[config.mk]
export PLATFORM = sky130hd
export DESIGN_NAME = voice_prompt_queue_sender
export DESIGN_NICKNAME = d
export VERILOG_FILES = /design/src/rtl/core/vpqs_pkg.sv /design/src/rtl/core/vpqs_queue.sv /design/src/rtl/core/vpqs_frame.sv /design/src/rtl/core/voice_prompt_queue_sender.sv
export SDC_FILE = /design/constraint.sdc
export NUM_CORES = 1
export LEC_CHECK = 0
export BUFFER_PORTS_ARGS = -buffer_cell sky130_fd_sc_hd__buf_2
export CAP_MARGIN = 30
export CORE_UTILIZATION = 35
export DETAILED_ROUTE_END_ITERATION = 16
export SLEW_MARGIN = 20
export SYNTH_ARGS = -nofsm -noshare
export SYNTH_HDL_FRONTEND = slang
export SYNTH_SLANG_ARGS = --single-unit
[constraint.sdc]
create_clock -name clock -period 4.8 [get_ports clock]
set_input_delay 1.44 -clock clock [delete_from_list [all_inputs] [get_ports clock]]
set_output_delay 1.44 -clock clock [all_outputs]
set_load 0.05 [all_outputs]
[src/rtl/core/vpqs_pkg.sv]
// Shared constants, codes and handshake structs for the voice prompt queue sender.
`timescale 1ns / 1ps

package vpqs_pkg;

   localparam int CODE_W      = 8;
   localparam int FUNC_W      = 2;
   localparam int QUEUED_W    = 5;
   localparam int CSR_IDX_W   = 1;

   localparam int QUEUE_DEPTH = 16;
   localparam int START_TICKS = 12;

   // Start pulse, one high tick, then eight bits of four ticks each.
   localparam int FRAME_TICKS = START_TICKS + 1 + 4 * CODE_W;
   localparam int SLOT_W      = $clog2(FRAME_TICKS);
   localparam int CNT_W       = $clog2(QUEUE_DEPTH + 1);
   localparam int IDX_W       = $clog2(QUEUE_DEPTH);

   typedef enum logic [FUNC_W-1:0] {
      FUNC_TICK    = 2'd0,
      FUNC_APPEND  = 2'd1,
      FUNC_REPLACE = 2'd2,
      FUNC_POLL    = 2'd3
   } func_type;

   typedef enum logic [CSR_IDX_W-1:0] {
      CSR_STOP_CODE  = 1'd0,
      CSR_ALARM_CODE = 1'd1
   } csr_index_type;

   typedef struct packed {
      logic              append;
      logic              replace;
      logic              pop;
      logic [CODE_W-1:0] code;
   } queue_cmd_type;

   typedef struct packed {
      logic                full;
      logic                has_code;
      logic [CODE_W-1:0]   head;
      logic [QUEUED_W-1:0] queued_next;
   } queue_status_type;

   typedef struct packed {
      logic              tick;
      logic              replace;
      logic              start;
      logic [CODE_W-1:0] code;
   } frame_cmd_type;

   typedef struct packed {
      logic active;
      logic stop_pending;
      logic active_next;
      logic line_next;
      logic started;
   } frame_status_type;

endpackage

[src/rtl/core/vpqs_queue.sv]
// Prompt code queue: code store, fill count and play pointer.
`timescale 1ns / 1ps

module vpqs_queue (
   input  logic                       clock,
   input  logic                       reset,
   input  vpqs_pkg::queue_cmd_type    cmd,
   output vpqs_pkg::queue_status_type status
);
   import vpqs_pkg::*;

   logic [CODE_W-1:0] store_ff [QUEUE_DEPTH];
   logic [CNT_W-1:0]  count_ff, count_in;
   logic [IDX_W-1:0]  ptr_ff, ptr_in;
   logic [CNT_W-1:0]  ptr_inc;
   logic              full;
   logic              do_append;

   assign full      = (count_ff == CNT_W'(QUEUE_DEPTH));
   assign do_append = cmd.append && !full;
   assign ptr_inc   = CNT_W'(ptr_ff) + CNT_W'(1);

   always_comb begin
      count_in = count_ff;
      ptr_in   = ptr_ff;
      if (cmd.replace) begin
         count_in = CNT_W'(1);
         ptr_in   = '0;
      end else if (do_append) begin
         count_in = count_ff + CNT_W'(1);
      end else if (cmd.pop) begin
         // Taking the last code empties the queue back to the start.
         if (ptr_inc >= count_ff) begin
            count_in = '0;
            ptr_in   = '0;
         end else begin
            ptr_in = ptr_inc[IDX_W-1:0];
         end
      end
   end

   always_ff @(posedge clock) begin
      if (reset) begin
         count_ff <= '0;
         ptr_ff   <= '0;
      end else begin
         count_ff <= count_in;
         ptr_ff   <= ptr_in;
      end
   end

   always_ff @(posedge clock) begin
      if (cmd.replace) begin
         store_ff[0] <= cmd.code;
      end else if (do_append) begin
         store_ff[count_ff[IDX_W-1:0]] <= cmd.code;
      end
   end

   assign status.full        = full;
   assign status.has_code    = (CNT_W'(ptr_ff) < count_ff);
   assign status.head        = store_ff[ptr_ff];
   assign status.queued_next = QUEUED_W'(count_in - CNT_W'(ptr_in));

endmodule

[src/rtl/core/vpqs_frame.sv]
// Frame timer: slot counter, line level, code being sent and deferred stop.
`timescale 1ns / 1ps

module vpqs_frame (
   input  logic                              clock,
   input  logic                              reset,
   input  vpqs_pkg::frame_cmd_type           cmd,
   input  logic [vpqs_pkg::CODE_W-1:0]       stop_code,
   output vpqs_pkg::frame_status_type        status
);
   import vpqs_pkg::*;

   localparam logic [SLOT_W-1:0] LAST_SLOT = SLOT_W'(FRAME_TICKS - 1);

   logic              active_ff, active_in;
   logic              pend_ff, pend_in;
   logic [SLOT_W-1:0] slot_ff, slot_in;
   logic [CODE_W-1:0] byte_ff, byte_in;
   logic              line_ff, line_in;
   logic              started;
   logic [SLOT_W-1:0] slot_inc;

   // Line level for a slot: start pulse low, one high tick, then the bits.
   function automatic logic level_of_slot(input logic [SLOT_W-1:0] slot,
                                          input logic [CODE_W-1:0] code);
      logic [SLOT_W-1:0] k;
      logic [2:0]        bitpos;
      logic [1:0]        phase;
      logic              one;
      k      = slot - SLOT_W'(START_TICKS + 1);
      bitpos = k[4:2];
      phase  = k[1:0];
      one    = code[3'd7 - bitpos];
      if (slot < SLOT_W'(START_TICKS)) begin
         level_of_slot = 1'b0;
      end else if (slot == SLOT_W'(START_TICKS)) begin
         level_of_slot = 1'b1;
      end else if (one) begin
         level_of_slot = (phase != 2'd0);
      end else begin
         level_of_slot = (phase == 2'd3);
      end
   endfunction

   assign slot_inc = slot_ff + SLOT_W'(1);

   always_comb begin
      active_in = active_ff;
      pend_in   = pend_ff;
      slot_in   = slot_ff;
      byte_in   = byte_ff;
      line_in   = line_ff;
      started   = 1'b0;

      if (cmd.tick && active_ff) begin
         if (slot_ff == LAST_SLOT) begin
            active_in = 1'b0;
            slot_in   = '0;
            line_in   = 1'b1;
            if (pend_ff) begin
               pend_in   = 1'b0;
               byte_in   = stop_code;
               active_in = 1'b1;
               line_in   = level_of_slot('0, stop_code);
               started   = 1'b1;
            end
         end else begin
            slot_in = slot_inc;
            line_in = level_of_slot(slot_inc, byte_ff);
         end
      end

      if (cmd.replace) begin
         if (active_ff) begin
            pend_in = 1'b1;
         end else begin
            byte_in   = stop_code;
            active_in = 1'b1;
            slot_in   = '0;
            line_in   = level_of_slot('0, stop_code);
            started   = 1'b1;
         end
      end

      if (cmd.start) begin
         byte_in   = cmd.code;
         active_in = 1'b1;
         slot_in   = '0;
         line_in   = level_of_slot('0, cmd.code);
         started   = 1'b1;
      end
   end

   always_ff @(posedge clock) begin
      if (reset) begin
         active_ff <= 1'b0;
         pend_ff   <= 1'b0;
         slot_ff   <= '0;
         byte_ff   <= '0;
         line_ff   <= 1'b1;
      end else begin
         active_ff <= active_in;
         pend_ff   <= pend_in;
         slot_ff   <= slot_in;
         byte_ff   <= byte_in;
         line_ff   <= line_in;
      end
   end

   assign status.active       = active_ff;
   assign status.stop_pending = pend_ff;
   assign status.active_next  = active_in;
   assign status.line_next    = line_in;
   assign status.started      = started;

endmodule

[src/rtl/core/voice_prompt_queue_sender.sv]
// Top level of the voice prompt queue sender: input register, control and result register.
`timescale 1ns / 1ps

//  Channel  | Direction | Handshake              | Payload
//  ---------+-----------+------------------------+-----------------------------------------
//  req_     | in        | req_valid / req_ready  | func, voice, busy_first, busy_second,
//           |           |                        | tamper
//  rsp_     | out       | rsp_valid / rsp_ready  | data_line, sending, queued, dropped,
//           |           |                        | frame_started
//  csr_     | in        | csr_valid / csr_ready  | index (0 stop code, 1 alarm code), wdata
//
// Each transfer on req_ is held in an input register and processed by the queue and
// frame update, producing exactly one transfer on rsp_ from the result register.
// One item per cycle is sustained while rsp_ready stays high; the queue and frame update
// lies between the two registers. Reset is synchronous and active high: the queue is
// emptied and the frame timer idles with its line level high. Stalls on rsp_
// hold the result register and the input register; req_ready drops only when both are full.
// Configuration writes are always taken and are written straight into the code registers.

module voice_prompt_queue_sender (
   input  logic                              clock,
   input  logic                              reset,

   input  logic                              req_valid,
   output logic                              req_ready,
   input  logic [vpqs_pkg::FUNC_W-1:0]       req_func,
   input  logic [vpqs_pkg::CODE_W-1:0]       req_voice,
   input  logic                              req_busy_first,
   input  logic                              req_busy_second,
   input  logic                              req_tamper,

   output logic                              rsp_valid,
   input  logic                              rsp_ready,
   output logic                              rsp_data_line,
   output logic                              rsp_sending,
   output logic [vpqs_pkg::QUEUED_W-1:0]     rsp_queued,
   output logic                              rsp_dropped,
   output logic                              rsp_frame_started,

   input  logic                              csr_valid,
   output logic                              csr_ready,
   input  logic [vpqs_pkg::CSR_IDX_W-1:0]    csr_index,
   input  logic [vpqs_pkg::CODE_W-1:0]       csr_wdata
);
   import vpqs_pkg::*;

   // Input register.
   logic              in_valid_ff;
   func_type          func_ff;
   logic [CODE_W-1:0] voice_ff;
   logic              busy1_ff;
   logic              busy2_ff;
   logic              tamper_ff;

   // Configuration registers.
   logic [CODE_W-1:0] stop_code_ff;
   logic [CODE_W-1:0] alarm_code_ff;

   // Result register.
   logic                rsp_valid_ff;
   logic                line_ff;
   logic                sending_ff;
   logic [QUEUED_W-1:0] queued_ff;
   logic                dropped_ff;
   logic                started_ff;

   logic              fire;
   logic              req_take;
   logic              poll_go;
   logic              dropped;

   queue_cmd_type     q_cmd;
   queue_status_type  q_status;
   frame_cmd_type     f_cmd;
   frame_status_type  f_status;

   // An item is processed when the result register is free or is being emptied.
   assign fire      = in_valid_ff && (!rsp_valid_ff || rsp_ready);
   assign req_ready = !in_valid_ff || fire;
   assign req_take  = req_valid && req_ready;
   assign csr_ready = 1'b1;

   always_ff @(posedge clock) begin
      if (reset) begin
         in_valid_ff <= 1'b0;
      end else if (req_take) begin
         in_valid_ff <= 1'b1;
      end else if (fire) begin
         in_valid_ff <= 1'b0;
      end
   end

   always_ff @(posedge clock) begin
      if (req_take) begin
         func_ff   <= func_type'(req_func);
         voice_ff  <= req_voice;
         busy1_ff  <= req_busy_first;
         busy2_ff  <= req_busy_second;
         tamper_ff <= req_tamper;
      end
   end

   always_ff @(posedge clock) begin
      if (reset) begin
         stop_code_ff  <= '0;
         alarm_code_ff <= '0;
      end else if (csr_valid && csr_ready) begin
         unique case (csr_index_type'(csr_index))
            CSR_STOP_CODE:  stop_code_ff  <= csr_wdata;
            CSR_ALARM_CODE: alarm_code_ff <= csr_wdata;
            default: ;
         endcase
      end
   end

   // A poll only acts when no frame is running or waiting and both busy samples
   // report the chip idle.
   assign poll_go = !f_status.active && !f_status.stop_pending && busy1_ff && busy2_ff;

   always_comb begin
      q_cmd   = '0;
      f_cmd   = '0;
      dropped = 1'b0;
      if (fire) begin
         case (func_ff)
            FUNC_TICK: begin
               f_cmd.tick = 1'b1;
            end
            FUNC_APPEND: begin
               q_cmd.append = 1'b1;
               q_cmd.code   = voice_ff;
               dropped      = q_status.full;
            end
            FUNC_REPLACE: begin
               q_cmd.replace = 1'b1;
               q_cmd.code    = voice_ff;
               f_cmd.replace = 1'b1;
            end
            FUNC_POLL: begin
               if (poll_go) begin
                  if (q_status.has_code) begin
                     // A zero code is consumed without sending a frame.
                     q_cmd.pop   = 1'b1;
                     f_cmd.start = (q_status.head != '0);
                     f_cmd.code  = q_status.head;
                  end else if (tamper_ff) begin
                     q_cmd.append = 1'b1;
                     q_cmd.code   = alarm_code_ff;
                     dropped      = q_status.full;
                  end
               end
            end
            default: ;
         endcase
      end
   end

   vpqs_queue u_queue (
      .clock  (clock),
      .reset  (reset),
      .cmd    (q_cmd),
      .status (q_status)
   );

   vpqs_frame u_frame (
      .clock     (clock),
      .reset     (reset),
      .cmd       (f_cmd),
      .stop_code (stop_code_ff),
      .status    (f_status)
   );

   always_ff @(posedge clock) begin
      if (reset) begin
         rsp_valid_ff <= 1'b0;
      end else if (fire) begin
         rsp_valid_ff <= 1'b1;
      end else if (rsp_ready) begin
         rsp_valid_ff <= 1'b0;
      end
   end

   always_ff @(posedge clock) begin
      if (fire) begin
         line_ff    <= f_status.line_next;
         sending_ff <= f_status.active_next;
         queued_ff  <= q_status.queued_next;
         dropped_ff <= dropped;
         started_ff <= f_status.started;
      end
   end

   assign rsp_valid         = rsp_valid_ff;
   assign rsp_data_line     = line_ff;
   assign rsp_sending       = sending_ff;
   assign rsp_queued        = queued_ff;
   assign rsp_dropped       = dropped_ff;
   assign rsp_frame_started = started_ff;

`ifndef SYNTHESIS
   // A deferred stop only exists behind a running frame.
   assert property (@(posedge clock) disable iff (reset)
      f_status.stop_pending |-> f_status.active)
      else $error("stop pending while no frame is active");

   // A full queue always has codes left to play.
   assert property (@(posedge clock) disable iff (reset)
      q_status.full |-> q_status.has_code)
      else $error("queue full but play pointer has caught up");

   // A new frame opens with the line low and the sender busy.
   assert property (@(posedge clock) disable iff (reset)
      (rsp_valid && rsp_frame_started) |-> (rsp_sending && !rsp_data_line))
      else $error("frame start reported without a low line");

   // A refused append cannot also start a frame.
   assert property (@(posedge clock) disable iff (reset)
      fire |=> !(rsp_dropped && rsp_frame_started))
      else $error("dropped and frame start reported together");
`endif

endmodule
==> results_dict.tcl <==
set metrics [dict create \
    critical-path-slowest-cell "sky130_fd_sc_hd__fa_1" \
    cp.arrival_ns 4.25 \
    finalWirelength_um 17700 \
    finalNetCount 714 \
    syn-instance-count 616 \
    drt-pass1-iter-count 5 \
    synthXorXnorAreaFrac_pct 0.828 \
    yosys-mux-area-fraction_pct 12.4 \
    path_cells "buf_4 > ha_1 > ha_1 > a21boi_0 > o21a_1 > o21ai_0 > a21oi_1 > nand4_1 > a211oi_1 > a21o_1 > ha_1 > inv_1 > fa_1 > a21o_1 > a21oi_1 > xor2_1" \
    cts.reportedPaths.clkPinSlew_ns 0.08 \
    place_inst 958 \
    vdd.ir_drop.worst_uv 224 \
    hold_start "alarm_code_ff[3]$_SDFFE_PP0P_" \
    synthDominantCellAreaShare_pct 53.2 \
    reg2reg_from "u_queue.ptr_ff[0]$_SDFF_PP0_" \
    dieHeight_um 157 \
    grt_first_pass_wirelength_um 28600 \
    report.final.slew_viol_count 0 \
    dpl_worst_slack_ns 0.557 \
    antenna_violating_nets_post_route 0 \
    insertedDiodeCount 0 \
    yosys_register_bits 194 \
    tritoncts_clock_tree "yes" \
    p_per_area_nw_per_um2 345 \
    remaining_global_route_overflow 0 \
    final_cell_area_um2 9640 \
    period_share_pct 84.9 \
    combPwrFrac_pct 3.5 \
    gpl.final_weighted_congestion 0.865 \
    hold-path-endpoint "alarm_code_ff[3]$_SDFFE_PP0P_" \
    finalNonFillerCells 995 \
    fmax_mhz 245 \
    placed_instance_area_um2 9010 \
    effective_utilization_at_floorplan_pct 35.8 \
    synth_edf_count 150 \
    drc_errors 0 \
    finalHoldViolCount 0 \
    drt_iter0_drc 409 \
    grt_pass1_vias 5148 \
    design.die.area_um2 24800 \
    top_level_ports 39 \
    finalClockSkew_ns 0.0181 \
    setup-violations-final 0 \
    yosysMostFrequentCell "sky130_fd_sc_hd__edfxtp_1" \
    synth_area_leaders "sky130_fd_sc_hd__edfxtp_1 (53%), sky130_fd_sc_hd__dfxtp_1 (10%), sky130_fd_sc_hd__mux2i_1 (6.0%), sky130_fd_sc_hd__mux4_2 (4.8%), sky130_fd_sc_hd__ha_1 (3.4%)" \
    sequential_element_share_of_the_synthesized_area_pct 63.6 \
    power_leakage_uw 0.00342 \
    clock_sinks 194 \
    synth_cell_types 51 \
    netlist.top_cell.by_area "sky130_fd_sc_hd__edfxtp_1" \
    synth.avg_cell_area_um2 13.7 \
    outcome "complete, no violations" \
    area_growth_pct 13.9 \
    place_hpwl_um 12300 \
    vias 5079 \
    ff2ff_setup_slack_ns 0.73 \
    crit_path_start_kind "flip-flop" \
    p_clk_share_pct 41.6 \
    grt_usage_pct 15.6 \
    tightest_slew_ns 0.954 \
    antenna_found_initial 0 \
    final.setup.worst_slack_ns 0.726 \
    fin_tns_setup_ns 0 \
    critPathRequiredTime_ns 4.97 \
    synth_warnings 0 \
    cp_max_fo 27 \
    timing.max_cap.violations 0 \
    p_switching_uw 775 \
    post_synth_most_frequent_cells "sky130_fd_sc_hd__edfxtp_1 (150), sky130_fd_sc_hd__nor2_1 (65), sky130_fd_sc_hd__mux2i_1 (51)" \
    critPathMostFrequentCell "sky130_fd_sc_hd__ha_1" \
    max-clock-path-buffers 2 \
    grt_start_max_net_pins 34 \
    destination_of_the_worst_register_to_register_timing_path "rsp_queued[4]$_DFFE_PP_" \
    timing.hold.worst.class "flip-flop to flip-flop" \
    drive_above_1_share_pct 19.1 \
    power.switching_fraction_pct 23.3 \
    synthArstFlopShare_pct 0 \
    post_drt_via_cell_ratio 5.10 \
    synth_compound_gate_area_share_pct 7.45 \
    ys.flop_type "sky130_fd_sc_hd__edfxtp_1" \
    worst-r2r-cell-count 16 \
    synth-simple-area-share_pct 9.24 \
    intPower_uw 2550 \
    cts_hold_buf 0 \
    buffers_on_ports 37 \
    setup_repair_after_global_routing_missed_its_margin "no" \
    wl_per_cell_um 17.8 \
    combinational_family_with_the_most_area_after_synthesis "multiplexers" \
    critical_path.max_stage_delay_ns 0.46 \
    total_power_draw_uw 3330 \
    insertion_delay_ns 0.44 \
    number_of_instances_on_the_worst_hold_path 2 \
    cts_inserted_buffers 17 \
    power_frac_seq_pct 55.0 \
    timing.max_slew.rel_slack_pct 36.2 \
    post_cts_buffers 0 \
    post-route-min-period_ns 4.07 \
    syn-num-nets 667 \
    cts.root.buffer_cell "sky130_fd_sc_hd__clkbuf_16" \
    synth_area_um2 8460 \
    post_cts_resized 0 \
    die_width_um 157 \
    crit_start "u_queue.ptr_ff[0]$_SDFF_PP0_" \
    endpoint_kind "flip-flop" \
    area_share_of_fa_ha_maj_cells_after_synthesis_pct 3.64 \
    num_rows 56 \
    h-tree-depth 4 \
    floorplan.core_area_um2 23600 \
    path_class "flip-flop to flip-flop" \
]
==> cell families (layout without fill, tap and decap cells) <==
kind of cell,count (synthesis),after routing
flops,194,194
simple gates,166,166
compound gates,94,94
mux,81,81
buf+inv,48,108
fa+ha+maj,24,24
xor+xnor,8,8
other cells,1,1
==> how the worst max path moves through the flow <==
stage / to / slack (ns) / cells after the start
5_1_grt: rsp_queued[4]$_DFFE_PP_ / 0.27 / 16
4_1_cts: rsp_queued[4]$_DFFE_PP_ / 0.69 / 16
3_5_place_dp: rsp_queued[4]$_DFFE_PP_ / 0.56 / 15
2_1_floorplan: rsp_queued[4]$_DFFE_PP_ / 0.80 / 15
6_report: rsp_queued[4]$_DFFE_PP_ / 0.73 / 16
3_3_place_gp: rsp_queued[4]$_DFFE_PP_ / 0.68 / 15
==> area by class of cell <==
type | instances | area, µm²
fill | 2146 | 14000
sequential | 194 | 5390
multi-input combinational | 374 | 2850
clock buffer | 17 | 425
tap | 319 | 399
timing repair buffer | 59 | 350
clock inverter | 15 | 165
inverter | 17 | 63.8
==> power groups by stage <==
stage	clock, µW	combinational [µW]	sequential, µW
3_3_place_gp	0	111	1870
5_1_grt	1470	127	1830
4_1_cts	1410	113	1830
2_1_floorplan	0	63.6	1880
3_5_place_dp	0	113	1870
6_report	1380	115	1830
==> metrics by stage <==
stage | util (%) | hold slack [ns]
floorplan | - | 0.436
global placement | 38.1 | 0.454
detailed placement | 38.1 | 0.454
CTS | 40.6 | 0.467
global route | 40.8 | 0.475
finish | 40.8 | 0.462
==> routing by layer <==
layer / vias to the layer above / part of all wire, % / GRT usage, %
li1: 2413 / - / -
met1: 2540 / 45 / 19.9
met2: 112 / 50 / 26.5
met3: 14 / 4.0 / 3.08
met4: 0 / 1.1 / 4.85
met5: - / 0 / 0
==> sequential cells by signal, summed over array words and instances (netlist names), named ones only <==
register           flops
rsp_dropped            1
u_queue.store_ff     128
busy1_ff               1
rsp_frame_started      1
u_frame.byte_ff        8
u_frame.slot_ff        6
u_frame.active_ff      1
rsp_data_line          1
tamper_ff              1
in_valid_ff            1
u_queue.count_ff       5
rsp_queued             5
u_queue.ptr_ff         4
rsp_valid              1
u_frame.line_ff        1
stop_code_ff           8
alarm_code_ff          8
func_ff                2
voice_ff               8
rsp_sending            1
busy2_ff               1
==> worst max-delay path, delay by kind of cell (launching register included) <==
| family | cells | cell delay (ns) |
|---|---|---|
| AOI/OAI and AO/OA | 8 | 1.51 |
| xor gates and xnor gates | 1 | 0.09 |
| adders and majority gates | 4 | 1.20 |
| buffers and inverters | 2 | 0.44 |
| DFF | 1 | 0.31 |
| and+or+nand+nor | 1 | 0.26 |
==> placed cells by master (no fill, tap or decap), types with 3 or more instances in the layout <==
master	n
sky130_fd_sc_hd__a21o_1	4
sky130_fd_sc_hd__a21oi_1	22
sky130_fd_sc_hd__a221oi_1	16
sky130_fd_sc_hd__a22oi_1	16
sky130_fd_sc_hd__a31oi_1	4
sky130_fd_sc_hd__and2_1	4
sky130_fd_sc_hd__and3_1	4
sky130_fd_sc_hd__buf_2	37
sky130_fd_sc_hd__buf_4	21
sky130_fd_sc_hd__clkbuf_16	17
sky130_fd_sc_hd__clkinv_4	3
sky130_fd_sc_hd__clkinv_8	5
sky130_fd_sc_hd__dfxtp_1	43
sky130_fd_sc_hd__edfxtp_1	150
sky130_fd_sc_hd__ha_1	23
sky130_fd_sc_hd__inv_1	17
sky130_fd_sc_hd__inv_6	3
sky130_fd_sc_hd__mux2_2	12
sky130_fd_sc_hd__mux2i_1	51
sky130_fd_sc_hd__mux4_2	18
sky130_fd_sc_hd__nand2_1	32
sky130_fd_sc_hd__nand2b_1	7
sky130_fd_sc_hd__nand3_1	18
sky130_fd_sc_hd__nand4_1	4
sky130_fd_sc_hd__nor2_1	65
sky130_fd_sc_hd__nor2_2	4
sky130_fd_sc_hd__nor2b_1	13
sky130_fd_sc_hd__o21a_1	4
sky130_fd_sc_hd__o21ai_0	17
sky130_fd_sc_hd__or3_1	3
sky130_fd_sc_hd__xnor2_1	3
sky130_fd_sc_hd__xor2_1	5
Note: power is estimated with default switching activity, not from simulation.
